===== src/hdl/bsk_pkg.sv =====
`default_nettype none

package bsk_pkg;

	localparam int unsigned FRAME_PIXELS_DEFAULT = 307200;
	localparam int unsigned INDEX_W              = 19;
	localparam int unsigned CH_W                 = 8;
	localparam logic [CH_W-1:0] THRESHOLD_RESET  = 8'd10;

	typedef struct packed {
		logic [CH_W-1:0] red;
		logic [CH_W-1:0] green;
		logic [CH_W-1:0] blue;
	} rgb_t;

	// Port requests to the background memory, both taken on the accept edge
	typedef struct packed {
		logic rd_en;
		logic wr_en;
	} mem_ctl_t;

	// Compare stage status seen by the top level
	typedef struct packed {
		logic full_s1;
		logic advance_s1;
		logic capture_s1;
	} key_st_t;

	function automatic int unsigned addr_width(input int unsigned depth);
		int unsigned w;
		w = (depth > 1) ? $clog2(depth) : 1;
		return w;
	endfunction

	function automatic logic [CH_W-1:0] max3(input logic [CH_W-1:0] a,
		input logic [CH_W-1:0] b, input logic [CH_W-1:0] c);
		logic [CH_W-1:0] m;
		m = a;
		if (b > m) m = b;
		if (c > m) m = c;
		return m;
	endfunction

endpackage

`default_nettype wire


===== src/hdl/bsk_key.sv =====
`default_nettype none

module bsk_key (
	input  wire logic                      clk,
	input  wire logic                      arst_n,
	input  wire logic                      in_accept,
	input  wire logic [bsk_pkg::CH_W-1:0]  gray,
	input  wire logic                      in_range,
	input  wire logic                      capture,
	input  wire bsk_pkg::rgb_t             camera,
	input  wire bsk_pkg::rgb_t             replace,
	input  wire logic [bsk_pkg::CH_W-1:0]  bg_rd,
	input  wire logic [bsk_pkg::CH_W-1:0]  threshold,
	input  wire logic                      out_stall,
	output logic                           out_valid,
	output bsk_pkg::rgb_t                  out_rgb,
	output logic                           out_fg,
	output logic      [bsk_pkg::CH_W-1:0]  out_gray,
	output bsk_pkg::key_st_t               st
);

	logic                     valid_s1;
	logic [bsk_pkg::CH_W-1:0] gray_s1;
	logic                     in_range_s1;
	logic                     capture_s1;
	bsk_pkg::rgb_t            camera_s1;
	bsk_pkg::rgb_t            replace_s1;

	logic                     out_valid_q;
	bsk_pkg::rgb_t            rgb_q;
	logic                     fg_q;
	logic [bsk_pkg::CH_W-1:0] gray_q;

	logic                     out_free;
	logic                     advance;
	logic [bsk_pkg::CH_W-1:0] bg;
	logic [bsk_pkg::CH_W-1:0] diff;
	logic                     fg;

	assign out_free = ~out_valid_q | ~out_stall;
	assign advance  = valid_s1 & out_free;

	always_ff @(posedge clk or negedge arst_n) begin
		if (!arst_n) begin
			valid_s1    <= 1'b0;
			out_valid_q <= 1'b0;
		end else begin
			if (in_accept) begin
				valid_s1 <= 1'b1;
			end else if (advance) begin
				valid_s1 <= 1'b0;
			end
			if (advance) begin
				out_valid_q <= 1'b1;
			end else if (!out_stall) begin
				out_valid_q <= 1'b0;
			end
		end
	end

	always_ff @(posedge clk) begin
		if (in_accept) begin
			gray_s1     <= gray;
			in_range_s1 <= in_range;
			capture_s1  <= capture;
			camera_s1   <= camera;
			replace_s1  <= replace;
		end
		if (advance) begin
			rgb_q  <= fg ? camera_s1 : replace_s1;
			fg_q   <= fg;
			gray_q <= gray_s1;
		end
	end

	// A captured beat reads the old entry; use its own brightness instead
	always_comb begin
		if (!in_range_s1) begin
			bg = '0;
		end else if (capture_s1) begin
			bg = gray_s1;
		end else begin
			bg = bg_rd;
		end
		diff = (bg > gray_s1) ? bg - gray_s1 : gray_s1 - bg;
		fg   = diff > threshold;
	end

	assign out_valid     = out_valid_q;
	assign out_rgb       = rgb_q;
	assign out_fg        = fg_q;
	assign out_gray      = gray_q;
	assign st.full_s1    = valid_s1;
	assign st.advance_s1 = advance;
	assign st.capture_s1 = capture_s1;

endmodule

`default_nettype wire


===== config.mk =====
export PLATFORM = sky130hd
export DESIGN_NAME = bsk_key
export DESIGN_NICKNAME = d
export VERILOG_FILES = /design/src/hdl/bsk_pkg.sv /design/src/hdl/bsk_key.sv
export SDC_FILE = /design/constraint.sdc
export NUM_CORES = 1
export LEC_CHECK = 0
export BUFFER_PORTS_ARGS = -buffer_cell sky130_fd_sc_hd__buf_2
export CAP_MARGIN = 20
export CELL_PAD_IN_SITES_DETAIL_PLACEMENT = 1
export CELL_PAD_IN_SITES_GLOBAL_PLACEMENT = 1
export CORE_MARGIN = 3
export CORE_UTILIZATION = 43
export CTS_CLUSTER_DIAMETER = 50
export CTS_CLUSTER_SIZE = 16
export DETAILED_ROUTE_END_ITERATION = 6
export PLACE_DENSITY_LB_ADDON = 0.1
export SLEW_MARGIN = 25
export SYNTH_ARGS = -nofsm -noshare
export SYNTH_HDL_FRONTEND = slang
export SYNTH_SLANG_ARGS = --single-unit
export TNS_END_PERCENT = 1

===== constraint.sdc =====
create_clock -name clk -period 6.8 [get_ports clk]
set_input_delay 1.36 -clock clk [delete_from_list [all_inputs] [get_ports clk]]
set_output_delay 1.36 -clock clk [all_outputs]
set_load 0.02 [all_outputs]

---- Yosys cells after proc, flatten, opt, wreduce, memory -nomap -nowiden ----
Index checks and enable logic that the tools add are counted.
operators by class
  $add $sub $neg .......................... 2
  magnitude comparators ................... 2
  eq/ne operators ......................... 1
  multiplexer cells ....................... 8
  bitwise operators ....................... 4
  reduce and logical (&&, ||, !) cells .... 1
operators with widths
  operator                                               count
  2-to-1 mux 24 bit                                      1
  2-to-1 mux 8 bit                                       3
  greater-than comparator 8 bit                          2
  subtractor 8 bit                                       2
  2-to-1 mux 1 bit                                       4
  inequality test 2 x 1 -> 1 bit, second input constant  1
  NOT 1 bit                                              2
  nonzero test 2 bit                                     1
  bitwise AND 1 bit                                      1
  bitwise OR 1 bit                                       1
storage, ports and cells
  register bits ........................... 93
  bits of input ports ..................... 78

---- Longest topological paths before layout ----
Gate-level depths: netlist of the first run.
  depth after elaboration ................. 6
  gate-level depth with buffers ........... 19
  mapped depth without buffers ............ 17

---- Worst setup path before layout of the first run ----
OpenSTA, ideal clock, no wires.
  kind .................................... input to output
  start point ............................. input out_stall
  end point ............................... output st[1] in the netlist's numbering
  data arrival time ....................... 4.306 ns
  data required time ...................... 5.440 ns
  path slack .............................. 1.134 ns
  cell stages on the path ................. 2
  path buffers ............................ 1
  cells stage by stage .................... a21boi_0 > buf_4
RTL lines
  element          RTL line       text
  start, declared  bsk_key.sv:14  input wire logic out_stall,
  end, declared    bsk_key.sv:19  output bsk_pkg::key_st_t st

---- Final worst setup path of the first run ----
  start point ............................. input bg_rd[0] in the netlist's numbering
  end point ............................... register rgb_q, in the netlist out_rgb[11] (data pin)
between the ends
  cells in the longest elaborated chain, start to end .. 6
  elaborated cells on any way between the ends .. 8
RTL lines
  element                                                            RTL line       text
  start, declared                                                    bsk_key.sv:12  input wire logic [bsk_pkg::CH_W-1:0] bg_rd,
  2-to-1 mux 8 bit (*)                                               bsk_key.sv:80  end else if (capture_s1) begin
  2-to-1 mux 8 bit (*)                                               bsk_key.sv:78  if (!in_range_s1) begin
  subtractor 8 bit or greater-than comparator 8 bit (tied branches)  bsk_key.sv:85  diff = (bg > gray_s1) ? bg - gray_s1 : gray_s1 - bg;
  2-to-1 mux 8 bit (*)                                               bsk_key.sv:85
  greater-than comparator 8 bit (*)                                  bsk_key.sv:86  fg = diff > threshold;
  2-to-1 mux 24 bit (*)                                              bsk_key.sv:70  rgb_q <= fg ? camera_s1 : replace_s1;
  end signal, assigned                                               bsk_key.sv:70
  end, declared                                                      bsk_key.sv:30  bsk_pkg::rgb_t rgb_q;
Mark *: on every way between the ends. The rest lies on a longest branch, timed or not.
A chain may end at the register's enable or synchronous reset.

==> impl_metrics.env, run 1 <==
export IMPL_status="complete, no violations"
export IMPL_endpoint_kind="flip-flop"
export IMPL_dpl_cell_area_um2=4880
export IMPL_wl_per_cell_um=16.7
export IMPL_coreArea_um2=9370
export IMPL_rsz0062_at_grt="false"
export IMPL_nets=486
export IMPL_worstPathRequired_ns=6.90
export IMPL_place_hpwl_um=6460
export IMPL_post_cts_resized=0
export IMPL_fin_area_um2=5060
export IMPL_numCtsBuffers=9
export IMPL_p_int_uw=1030
export IMPL_initial_core_util_pct=45.0
export IMPL_area_growth_syn_to_layout_pct=20.0
export IMPL_drv_cap=0
export IMPL_seq_power_share_pct=50.4
export IMPL_netlist_area_um2=4210
export IMPL_via_per_inst=4.97
export IMPL_max_freq_ghz=0.197
export IMPL_fillCellCount=970
export IMPL_layout_cells_non_filler=517
export IMPL_cp_arrival_ns=5.17
export IMPL_routed_wl_um=8640
export IMPL_final_hold_violation_count=0
export IMPL_drv_slew=0
export IMPL_setup_violations=0
export IMPL_synth_nets=370
export IMPL_grt_use_total_pct=16.0
export IMPL_firstDrtPassIters=4
export IMPL_postCtsHoldBufs=0
export IMPL_drc=0
export IMPL_io_buffers=114
export IMPL_met3_usage_pct=4.94
export IMPL_p_clk_share_pct=22.3
export IMPL_fp_dieW_um=105
export IMPL_use_met2_pct=28.4
export IMPL_grt_pass1_vias=2752
export IMPL_cts_reportedPaths_clkPinSlew_ns=0.10
export IMPL_ant_nets=0
export IMPL_ys_seq_area_share_pct=66.0
export IMPL_dieHeight_um=105
export IMPL_hold_path_class="reg -> reg"
export IMPL_dp_cells=501
export IMPL_die_area_um2=11000
export IMPL_synth_cell_types=41
export IMPL_cts_tree="done"
export IMPL_clock_path_buffers=2
export IMPL_syn_avg_cell_area_um2=15.8
export IMPL_ir_worst_vdd_v=0.000127
export IMPL_swShare_pct=30.1
export IMPL_ys_warn_count=0
export IMPL_finClkSkew_ns=0.0116
export IMPL_clk_latency_ns=0.34
export IMPL_relSlewSlack_pct=49.2
export IMPL_totalNegativeSetupSlack_ns=0
export IMPL_antenna_found_initial=1
export IMPL_dr_first_iter_drc_count=80
export IMPL_syn_instance_count=267
export IMPL_power_per_cell_area_nw_per_um2=291
export IMPL_worstMarginPinSlew_ns=0.763
export IMPL_core_rowCount=35
export IMPL_htree_levels=3
export IMPL_drive_gt1_share_pct=41.6
export IMPL_synth_seq_cells=93
export IMPL_crit_type="in -> reg"
export IMPL_grt_max_degree=60
export IMPL_clock_root_buffer="clkbuf_8"
export IMPL_cts_setup_buffers=0
export IMPL_worstSetupStartpointType="input pin"
export IMPL_combPwrFrac_pct=27.3
export IMPL_vias=2570
export IMPL_leakage_uw=0.00215
export IMPL_power_switching_uw=443
export IMPL_cts_sinks=93
export IMPL_grt_pass1_wl_um=13700
export IMPL_met1_usage_pct=18.7
export IMPL_busiest_layer="met2"
export IMPL_gr_total_overflow=0
export IMPL_min_period_ns=5.07
export IMPL_cp_max_fo=25
export IMPL_fin_crit_sh_pct=74.6
export IMPL_io_pins=115
export IMPL_globalplace_congestion=0.778
==> kinds of logic (layout without fill, tap and decap cells) <==
kind of cell | Yosys count | count (layout) | synth area share (%)
flip-flops | 93 | 93 | 66.0
multiplexers | 41 | 41 | 11.2
buffers and inverters | 37 | 157 | 4.51
AO/OA/AOI/OAI | 34 | 34 | 5.97
AND/OR/NAND/NOR | 34 | 34 | 3.92
adder cells (fa/ha/maj) | 25 | 25 | 7.78
XOR/XNOR | 3 | 3 | 0.624
other | 0 | 1 | 0
==> synth_stat cells (all sizes together) <==
cell	instances	share of area (%)
xnor2	2	0.42
mux2	35	9.4
a311oi	2	0.42
nor2	4	0.36
and3	1	0.15
inv	25	2.2
a211oi	3	0.65
a21o	5	0.89
buf	10	2.1
a21oi	8	1.3
ha	23	6.8
fa	2	0.95
nand2	14	1.2
nand3	5	0.59
a31oi	4	0.59
edfxtp	91	65
mux2i	6	1.7
nand3b	2	0.36
a21boi	1	0.18
o31a	1	0.21
xor2	1	0.21
nor2b	2	0.30
nor3	1	0.12
dfrtp	2	1.2
o221ai	2	0.42
o21a	3	0.53
a31o	1	0.21
clkbuf	2	0.18
nand2b	1	0.15
o21ai	4	0.56
and4	1	0.21
nand4	3	0.45
==> critical path, cell delays in order <==
cell	delay, ns
buf_2	0.10
mux2_2	0.25
nand2_1	0.09
ha_1	0.16
inv_1	0.05
fa_1	0.41
nand3_1	0.14
a21oi_2	0.07
nor3_1	0.38
mux2_2	0.39
o221ai_1	0.19
ha_1	0.30
a21oi_1	0.17
o21a_1	0.15
nand2b_1	0.07
o21ai_2	0.11
buf_4	0.36
mux2_2	0.40
==> cell type report <==
class                   instances  area, um^2  share of cell area (%)
clock buffers                   9         124                    2.45
well taps                     129         161                    3.19
inverters                      25        93.8                    1.86
repair buffers                117         593                    11.7
clock inverters                 6        46.3                   0.916
multi-input cells             137        1250                    24.8
flip-flops and latches         93        2780                    55.0
diodes                          1        2.50                  0.0495
==> power by group through the flow <==
| stage | logic (uW) | clock network, uW | registers (uW) |
|---|---|---|---|
| floorplan | 254 | 0 | 795 |
| CTS | 411 | 341 | 744 |
| detailed placement | 410 | 0 | 757 |
| global placement | 394 | 0 | 752 |
| global route | 445 | 367 | 750 |
| finish | 402 | 328 | 742 |
==> final timing paths <==
path | startpoint | to | slack (ns) | cells after the start
hold reg to reg | gray_s1[7]$_DFFE_PP_ | out_gray[7]$_DFFE_PP_ | 0.49 | 0
setup reg to reg | capture_s1$_DFFE_PP_ | out_rgb[11]$_DFFE_PP_ | 2.04 | 15
hold / removal | gray_s1[7]$_DFFE_PP_ | out_gray[7]$_DFFE_PP_ | 0.49 | 0
min in group asynchronous | arst_n | valid_s1$_DFFE_PN0P_ | 0.79 | 1
setup / recovery | bg_rd[0] | out_rgb[11]$_DFFE_PP_ | 1.73 | 18
max in group asynchronous | arst_n | out_valid$_DFFE_PN0P_ | 5.92 | 1
==> stage by stage <==
stage	util [%]	hold WS (ns)	worst slack, ns	power, uW
after floorplan	-	0.450	1.13	1050
after global routing	54.0	0.515	1.48	1560
after global placement	52.1	0.468	1.44	1150
final	54.0	0.494	1.73	1470
after detailed placement	52.1	0.476	1.34	1170
after CTS	53.9	0.497	1.71	1500
==> layer usage <==
metal | vias to the layer above | part of all wire (%)
met4 | 0 | 1.0
met1 | 1255 | 41
met2 | 87 | 52
met3 | 6 | 5.8
li1 | 1222 | -
met5 | - | 0
==> state kept, by name, summed over array words and instances, names as in the netlist <==
name	flops
out_gray	8
gray_s1	8
out_fg	1
out_rgb	24
camera_s1	24
out_valid	1
capture_s1	1
in_range_s1	1
valid_s1	1
replace_s1	24
==> layout by cell type, fill, tap and decap left out, drive strengths merged <==
| master | count |
|---|---|
| a21boi | 1 |
| clkinvlp | 1 |
| mux2i | 6 |
| and4 | 1 |
| a21oi | 8 |
| a211oi | 3 |
| mux2 | 35 |
| nand3 | 5 |
| nor3 | 1 |
| fa | 2 |
| nor2 | 4 |
| inv | 27 |
| o21ai | 4 |
| o221ai | 2 |
| nand4 | 3 |
| clkbuf | 9 |
| a31o | 1 |
| xnor2 | 2 |
| edfxtp | 91 |
| a31oi | 4 |
| a21o | 5 |
| o31a | 1 |
| and3 | 1 |
| a311oi | 2 |
| o21a | 3 |
| buf | 117 |
| ha | 23 |
| nand3b | 2 |
| nand2 | 14 |
| dfrtp | 2 |
| nor2b | 2 |
| xor2 | 1 |
| nand2b | 1 |
| diode | 1 |
| clkinv | 3 |
No activity file was read; power rests on OpenSTA's default activity.
==> run 2: changes to the inputs <==
ABC_AREA = 1   (was not set)
CORE_UTILIZATION = 37   (was 43)
clock period = 4.6 ns   (was 6.8 ns; I/O delays follow)
==> run 2 against run 1 <==
  * Clock skew is 0.0059 ns lower
  * Final cell count grew 28%
  * Routed wire length up 21%
  * Combinational power grew 68%
  * Sequential share of layout area down 3.5 points
  * Synthesized cell count up 49%
  * Critical path type is now reg -> reg
  * Largest power group unchanged
==> impl_metrics.env, run 2 <==
export IMPL_cp_arrival_ns=4.12
export IMPL_ys_flop_type="edfxtp_1"
export IMPL_worstPathRequired_ns=4.68
export IMPL_met3_usage_pct=4.68
export IMPL_dp_slack_ns=0.248
export IMPL_coreArea_um2=11500
export IMPL_numCtsBuffers=9
export IMPL_io_pins=115
export IMPL_dp_cells=645
export IMPL_postCtsHoldBufs=0
export IMPL_synth_edf_count=91
export IMPL_leakage_uw=0.00251
export IMPL_met1_usage_pct=19.2
export IMPL_final_common_cell="buf_2"
export IMPL_cts_sinks=93
export IMPL_worstSetupStartpointType="flip-flop"
export IMPL_min_period_ns=4.04
export IMPL_cts_setup_buffers=0
export IMPL_relSlewSlack_pct=66.1
export IMPL_ant_nets=0
export IMPL_status="complete, no violations"
export IMPL_fin_crit_sh_pct=87.8
export IMPL_synth_area_leaders="edfxtp_1 62%, nand2_1 9.7%, ha_1 6.6%, inv_1 4.3%, nand3_1 4.2%"
export IMPL_yosysMostFrequentCell="nand2_1"
export IMPL_layout_common_cells="114 x buf_2, 113 x nand2_1, 91 x edfxtp_1, 50 x inv_1, 37 x nand3_1"
export IMPL_busiest_layer="met2"
export IMPL_endpoint_kind="flip-flop"
export IMPL_max_freq_ghz=0.248
export IMPL_worstReg2RegStart="capture_s1$_DFFE_PP_"
export IMPL_clk_latency_ns=0.33
export IMPL_crit_type="reg -> reg"
export IMPL_rsz0062_at_grt="false"
export IMPL_synth_largest_area_cell="edfxtp_1"
export IMPL_cts_reportedPaths_clkPinSlew_ns=0.06
export IMPL_syn_instance_count=397
export IMPL_diodes=0
export IMPL_firstDrtPassIters=4
export IMPL_synth_seq_cells=93
export IMPL_async_reset_ff_share_pct=2.15
export IMPL_synth_top_cell_area_share_pct=62.4
export IMPL_timing_rr_end="out_rgb[14]$_DFFE_PP_"
export IMPL_dieHeight_um=115
export IMPL_dr_first_iter_drc_count=149
export IMPL_die_area_um2=13200
export IMPL_nets=617
export IMPL_routed_wl_um=10500
export IMPL_core_rowCount=39
export IMPL_ys_seq_area_share_pct=63.5
export IMPL_antenna_found_initial=1
export IMPL_cts_tree="done"
export IMPL_fp_dieW_um=115
export IMPL_worstMarginPinSlew_ns=0.506
export IMPL_vias=3114
export IMPL_drv_slew=0
export IMPL_syn_avg_cell_area_um2=11.0
export IMPL_regToRegSetupSlack_ns=0.56
export IMPL_io_buffers=114
export IMPL_globalplace_congestion=0.813
export IMPL_setup_violations=0
export IMPL_initial_core_util_pct=38.0
export IMPL_via_per_inst=4.70
export IMPL_grt_use_total_pct=16.7
export IMPL_drc=0
export IMPL_wl_per_cell_um=15.8
export IMPL_grt_pass1_wl_um=16900
export IMPL_totalNegativeSetupSlack_ns=0
export IMPL_post_cts_resized=0
export IMPL_cp_max_fo=25
export IMPL_final_hold_violation_count=0
export IMPL_worst_r2r_cell_count=21
export IMPL_grt_max_degree=45
export IMPL_grt_pass1_vias=3394
export IMPL_place_hpwl_um=8040
export IMPL_clock_path_buffers=2
export IMPL_drive_gt1_share_pct=29.5
export IMPL_area_growth_syn_to_layout_pct=23.2
export IMPL_ys_warn_count=0
export IMPL_clock_root_buffer="clkbuf_16"
export IMPL_netlist_top_cells_count="113 x nand2_1, 91 x edfxtp_1, 50 x inv_1"
export IMPL_ir_worst_vdd_v=0.000275
export IMPL_htree_levels=3
export IMPL_finClkSkew_ns=0.00572
export IMPL_power_per_cell_area_nw_per_um2=464
export IMPL_drv_cap=0
export IMPL_layout_cells_non_filler=662
export IMPL_use_met2_pct=30.2
export IMPL_gr_total_overflow=0
export IMPL_synth_nets=500
export IMPL_fin_ws_ns=0.560
export IMPL_hold_path_class="in -> async"
export IMPL_netlist_area_um2=4380
export IMPL_synth_cell_types=30
## run 2: per-stage QoR
stage	util [%]	hold WS [ns]	total power (uW)	cell area, um^2
6_report	46.9	0.358	2510	5400
3_3_place_gp	44.2	0.445	1800	5080
2_1_floorplan	-	0.426	1600	4380
3_5_place_dp	44.2	0.454	1820	5080
4_1_cts	46.7	0.351	2540	5380
5_1_grt	46.9	0.345	2670	5400
## run 2: final cells by class
class	instances	area (um^2)
Fill cell	1295	6120
Clock buffer	9	225
Tap cell	143	179
Timing Repair Buffer	120	628
Clock inverter	7	66.3
Sequential cell	93	2780
Inverter	53	199
Multi-Input combinational cell	237	1320
## run 2: power by group
group | leakage [uW] | internal (uW) | switching (uW) | total (uW)
combinational | 0.00146 | 226 | 450 | 675
clock | 0.000147 | 418 | 300 | 718
sequential | 0.000908 | 1080 | 37.5 | 1110
## run 2: worst max path at each step
stage	startpoint	slack, ns	cells past startpoint	end
3_3_place_gp	bg_rd[0]	0.46	19	out_fg$_DFFE_PP_
2_1_floorplan	out_stall	0.70	2	st[1]
3_5_place_dp	bg_rd[0]	0.25	21	out_rgb[14]$_DFFE_PP_
4_1_cts	capture_s1$_DFFE_PP_	0.48	21	out_rgb[14]$_DFFE_PP_
5_1_grt	capture_s1$_DFFE_PP_	0.09	21	out_rgb[14]$_DFFE_PP_
6_report	capture_s1$_DFFE_PP_	0.56	21	out_rgb[14]$_DFFE_PP_
## run 2: cell families (layout without fill, tap and decap cells)
kind of cell	Yosys count	after routing	synth area share, %
compound gates	18	18	2.34
xor+xnor	5	5	1.00
fa+ha+maj	25	25	7.48
buf+inv	67	189	6.68
flops	93	93	63.5
simple gates	189	189	19.0
## run 2: per-layer routing
| layer | share of wire, % | vias to the layer above |
|---|---|---|
| li1 | - | 1548 |
| met1 | 40 | 1479 |
| met2 | 53 | 72 |
| met3 | 5.3 | 13 |
| met4 | 1.5 | 2 |
| met5 | 0.067 | - |
## run 2: critical path, stage by stage, from the launching register on
cell,delay [ns]
edfxtp_1,0.49
inv_1,0.27
nor2_1,0.09
nor3_1,0.22
inv_1,0.08
ha_1,0.18
inv_1,0.14
fa_1,0.27
nand3_1,0.09
nand3_1,0.12
nand2_1,0.08
a21oi_1,0.36
nand3_1,0.12
nand2_1,0.12
ha_1,0.14
nand2_1,0.07
nor2_1,0.18
nand2_1,0.08
nand2_1,0.10
nand2_2,0.31
nand2_1,0.18
nand2_1,0.07
==> run 3: changes to the inputs <==
--- a/config.mk
+++ b/config.mk
@@ -17,3 +17,3 @@
 export DETAILED_ROUTE_END_ITERATION = 6
-export PLACE_DENSITY_LB_ADDON = 0.1
+export PLACE_DENSITY = 0.86
 export SLEW_MARGIN = 25
==> constraint.sdc (replaced) <==
create_clock -name clk -period 4.6 [get_ports clk]
set_input_delay 0.46 -clock clk [delete_from_list [all_inputs] [get_ports clk]]
set_output_delay 0.46 -clock clk [all_outputs]
set_load 0.02 [all_outputs]
==> run 3 against run 2 <==
  * First-iteration DRC count rose by 3.4%
  * Sequential share of layout area fell by 0.20 points
  * Clock skew up 0.0039 ns
  * Global-route usage increased by 1.6 points
  * Utilization up 0.18 points
  * Final cell count is the same
  * Critical endpoint is now out_rgb[20]$_DFFE_PP_
==> impl_metrics.env, run 3 (synthesis results as in run 2) <==
export IMPL_hold_path_class="in -> reg"
export IMPL_cp_common_cell="nand2_1"
export IMPL_leakage_uw=0.00251
export IMPL_ir_worst_vdd_v=0.000494
export IMPL_numCtsBuffers=9
export IMPL_status="complete, no violations"
export IMPL_cts_reportedPaths_clkPinSlew_ns=0.07
export IMPL_endpoint_kind="flip-flop"
export IMPL_min_period_ns=4.16
export IMPL_io_buffers=114
export IMPL_globalplace_congestion=0.860
export IMPL_clk_latency_ns=0.34
export IMPL_routed_wl_um=11700
export IMPL_total_power_uw=2610
export IMPL_crit_path_max_incr_delay_ns=0.53
export IMPL_grt_pass1_wl_um=18200
export IMPL_cts_sinks=93
export IMPL_worstPathCellList="inv_1 > nor2_1 > nor3_1 > inv_1 > ha_1 > inv_1 > fa_1 > nand3_1 > nand3_1 > nand2_1 > a21oi_1 > nand3_1 > nand2_1 > ha_1 > nand2_1 > nor2_1 > nand2_1 > nand2_1 > nand2_2 > nand2_1 > nand2_1"
export IMPL_nets=616
export IMPL_slowest_stage="edfxtp_1"
export IMPL_crit_type="reg -> reg"
export IMPL_gr_total_overflow=0
export IMPL_layout_common_cells="114 x buf_2, 113 x nand2_1, 91 x edfxtp_1, 50 x inv_1, 37 x nand3_1"
export IMPL_grt_pass1_vias=3587
export IMPL_initial_core_util_pct=38.0
export IMPL_worstMarginPinSlew_ns=0.753
export IMPL_met3_length_um=779
export IMPL_timing_rr_end="out_rgb[20]$_DFFE_PP_"
export IMPL_final_common_cell="buf_2"
export IMPL_drv_cap=0
export IMPL_worstPathRequired_ns=4.67
export IMPL_m1WireLength_um=4520
export IMPL_setup_violations=0
export IMPL_cp_startpoint="capture_s1$_DFFE_PP_"
export IMPL_cp_max_fo=25
export IMPL_wl_per_cell_um=17.6
export IMPL_grt_use_total_pct=18.3
export IMPL_max_freq_ghz=0.240
export IMPL_worst_r2r_cell_count=21
export IMPL_fin_crit_sh_pct=90.4
export IMPL_met2_length_um=6090
export IMPL_firstDrtPassIters=6
export IMPL_drv_slew=0
export IMPL_fin_area_um2=5420
export IMPL_regToRegSetupSlack_ns=0.44
export IMPL_place_hpwl_um=8570
export IMPL_worstSetupStartpointType="flip-flop"
export IMPL_drive_gt1_share_pct=29.2
export IMPL_coreArea_um2=11500
export IMPL_drc=0
export IMPL_htree_levels=3
export IMPL_ant_nets=0
export IMPL_power_per_cell_area_nw_per_um2=482
export IMPL_antenna_found_initial=1
export IMPL_dpl_cell_area_um2=5080
export IMPL_area_growth_syn_to_layout_pct=23.7
export IMPL_clock_path_buffers=2
export IMPL_worstReg2RegStart="capture_s1$_DFFE_PP_"
export IMPL_top_layer="met5"
export IMPL_hold_ws_ns=0.293
export IMPL_cp_arrival_ns=4.23
export IMPL_relSlewSlack_pct=49.8
export IMPL_rsz0062_at_grt="false"
export IMPL_finClkSkew_ns=0.00958
export IMPL_fp_dieW_um=115
export IMPL_dr_first_iter_drc_count=154
export IMPL_via_per_inst=4.81
export IMPL_die_area_um2=13200
export IMPL_worstSetupEndpoint="out_rgb[20]$_DFFE_PP_"
export IMPL_vias=3183
export IMPL_clock_root_buffer="clkbuf_16"
export IMPL_final_hold_violation_count=0
export IMPL_dieHeight_um=115
export IMPL_cts_tree="done"
export IMPL_io_pins=115
export IMPL_totalNegativeSetupSlack_ns=0
export IMPL_grt_max_degree=60
export IMPL_cts_setup_buffers=0
export IMPL_core_rowCount=39
==> run 3: cell count changes in the layout (fill, tap and decap cells not counted) <==
cell	before	now
clkinv_2	3	0
buf_12	1	0
buf_4	5	4
bufinv_16	1	2
clkbuf_1	0	1
clkbuf_8	0	1
clkinv_1	1	0
clkinvlp_4	0	1
diode_2	0	1
dlygate4sd3_1	0	1
==> run 3: cell type report <==
cell class / count / area, um^2
antenna: 1 / 2.50
clock inverter: 5 / 85.1
sequential: 93 / 2780
clock buffer: 11 / 243
inverter: 53 / 199
multi-input combinational: 237 / 1320
fill: 1293 / 6100
timing repair buffer: 119 / 611
tap: 143 / 179
==> run 3: critical path, delay by kind of cell, from the launching register on <==
kind,cells,cell delay (ns)
and+or+nand+nor,14,1.98
adders and majority gates,3,0.61
DFF,1,0.53
AOI/OAI and AO/OA,1,0.33
buffers and inverters,3,0.45
==> run 3: through the flow <==
| step | setup WS (ns) | instances | utilization, % |
|---|---|---|---|
| floorplan | 1.17 | 397 | - |
| global placement | 0.713 | 644 | 44.1 |
| detailed placement | 0.443 | 644 | 44.1 |
| CTS | 0.366 | 661 | 47.0 |
| global route | 0.0471 | 661 | 47.0 |
| finish | 0.441 | 662 | 47.0 |
==> run 3: power breakdown <==
group          total (uW)  switching, uW  leakage [uW]  internal, uW
registers            1120           46.0      0.000908          1080
logic                 690            467       0.00145           224
clock network         800            307      0.000156           493
total                2610            820       0.00251          1790
==> run 3: worst min path at each step <==
stage	start	endpoint	slack [ns]	cells past startpoint
finish	replace[21]	replace_s1[21]$_DFFE_PP_	0.29	1
floorplan	arst_n	out_valid$_DFFE_PN0P_	0.16	0
detailed placement	arst_n	out_valid$_DFFE_PN0P_	0.25	1
global route	gray[5]	gray_s1[5]$_DFFE_PP_	0.28	1
global placement	arst_n	valid_s1$_DFFE_PN0P_	0.24	1
CTS	gray[7]	gray_s1[7]$_DFFE_PP_	0.28	1
==> run 3: repair_timing <==
action / in CTS / in global routing
resized for setup: 0 / 0
hold buffers: 1 / 0
endpoints found under the hold margin: 2 / 0
==> run 3: per-layer routing <==
| layer | vias up | GRT usage (%) |
|---|---|---|
| met4 | 2 | 7.20 |
| met5 | - | 0 |
| met2 | 113 | 33.3 |
| li1 | 1542 | - |
| met1 | 1509 | 20.5 |
| met3 | 17 | 4.74 |
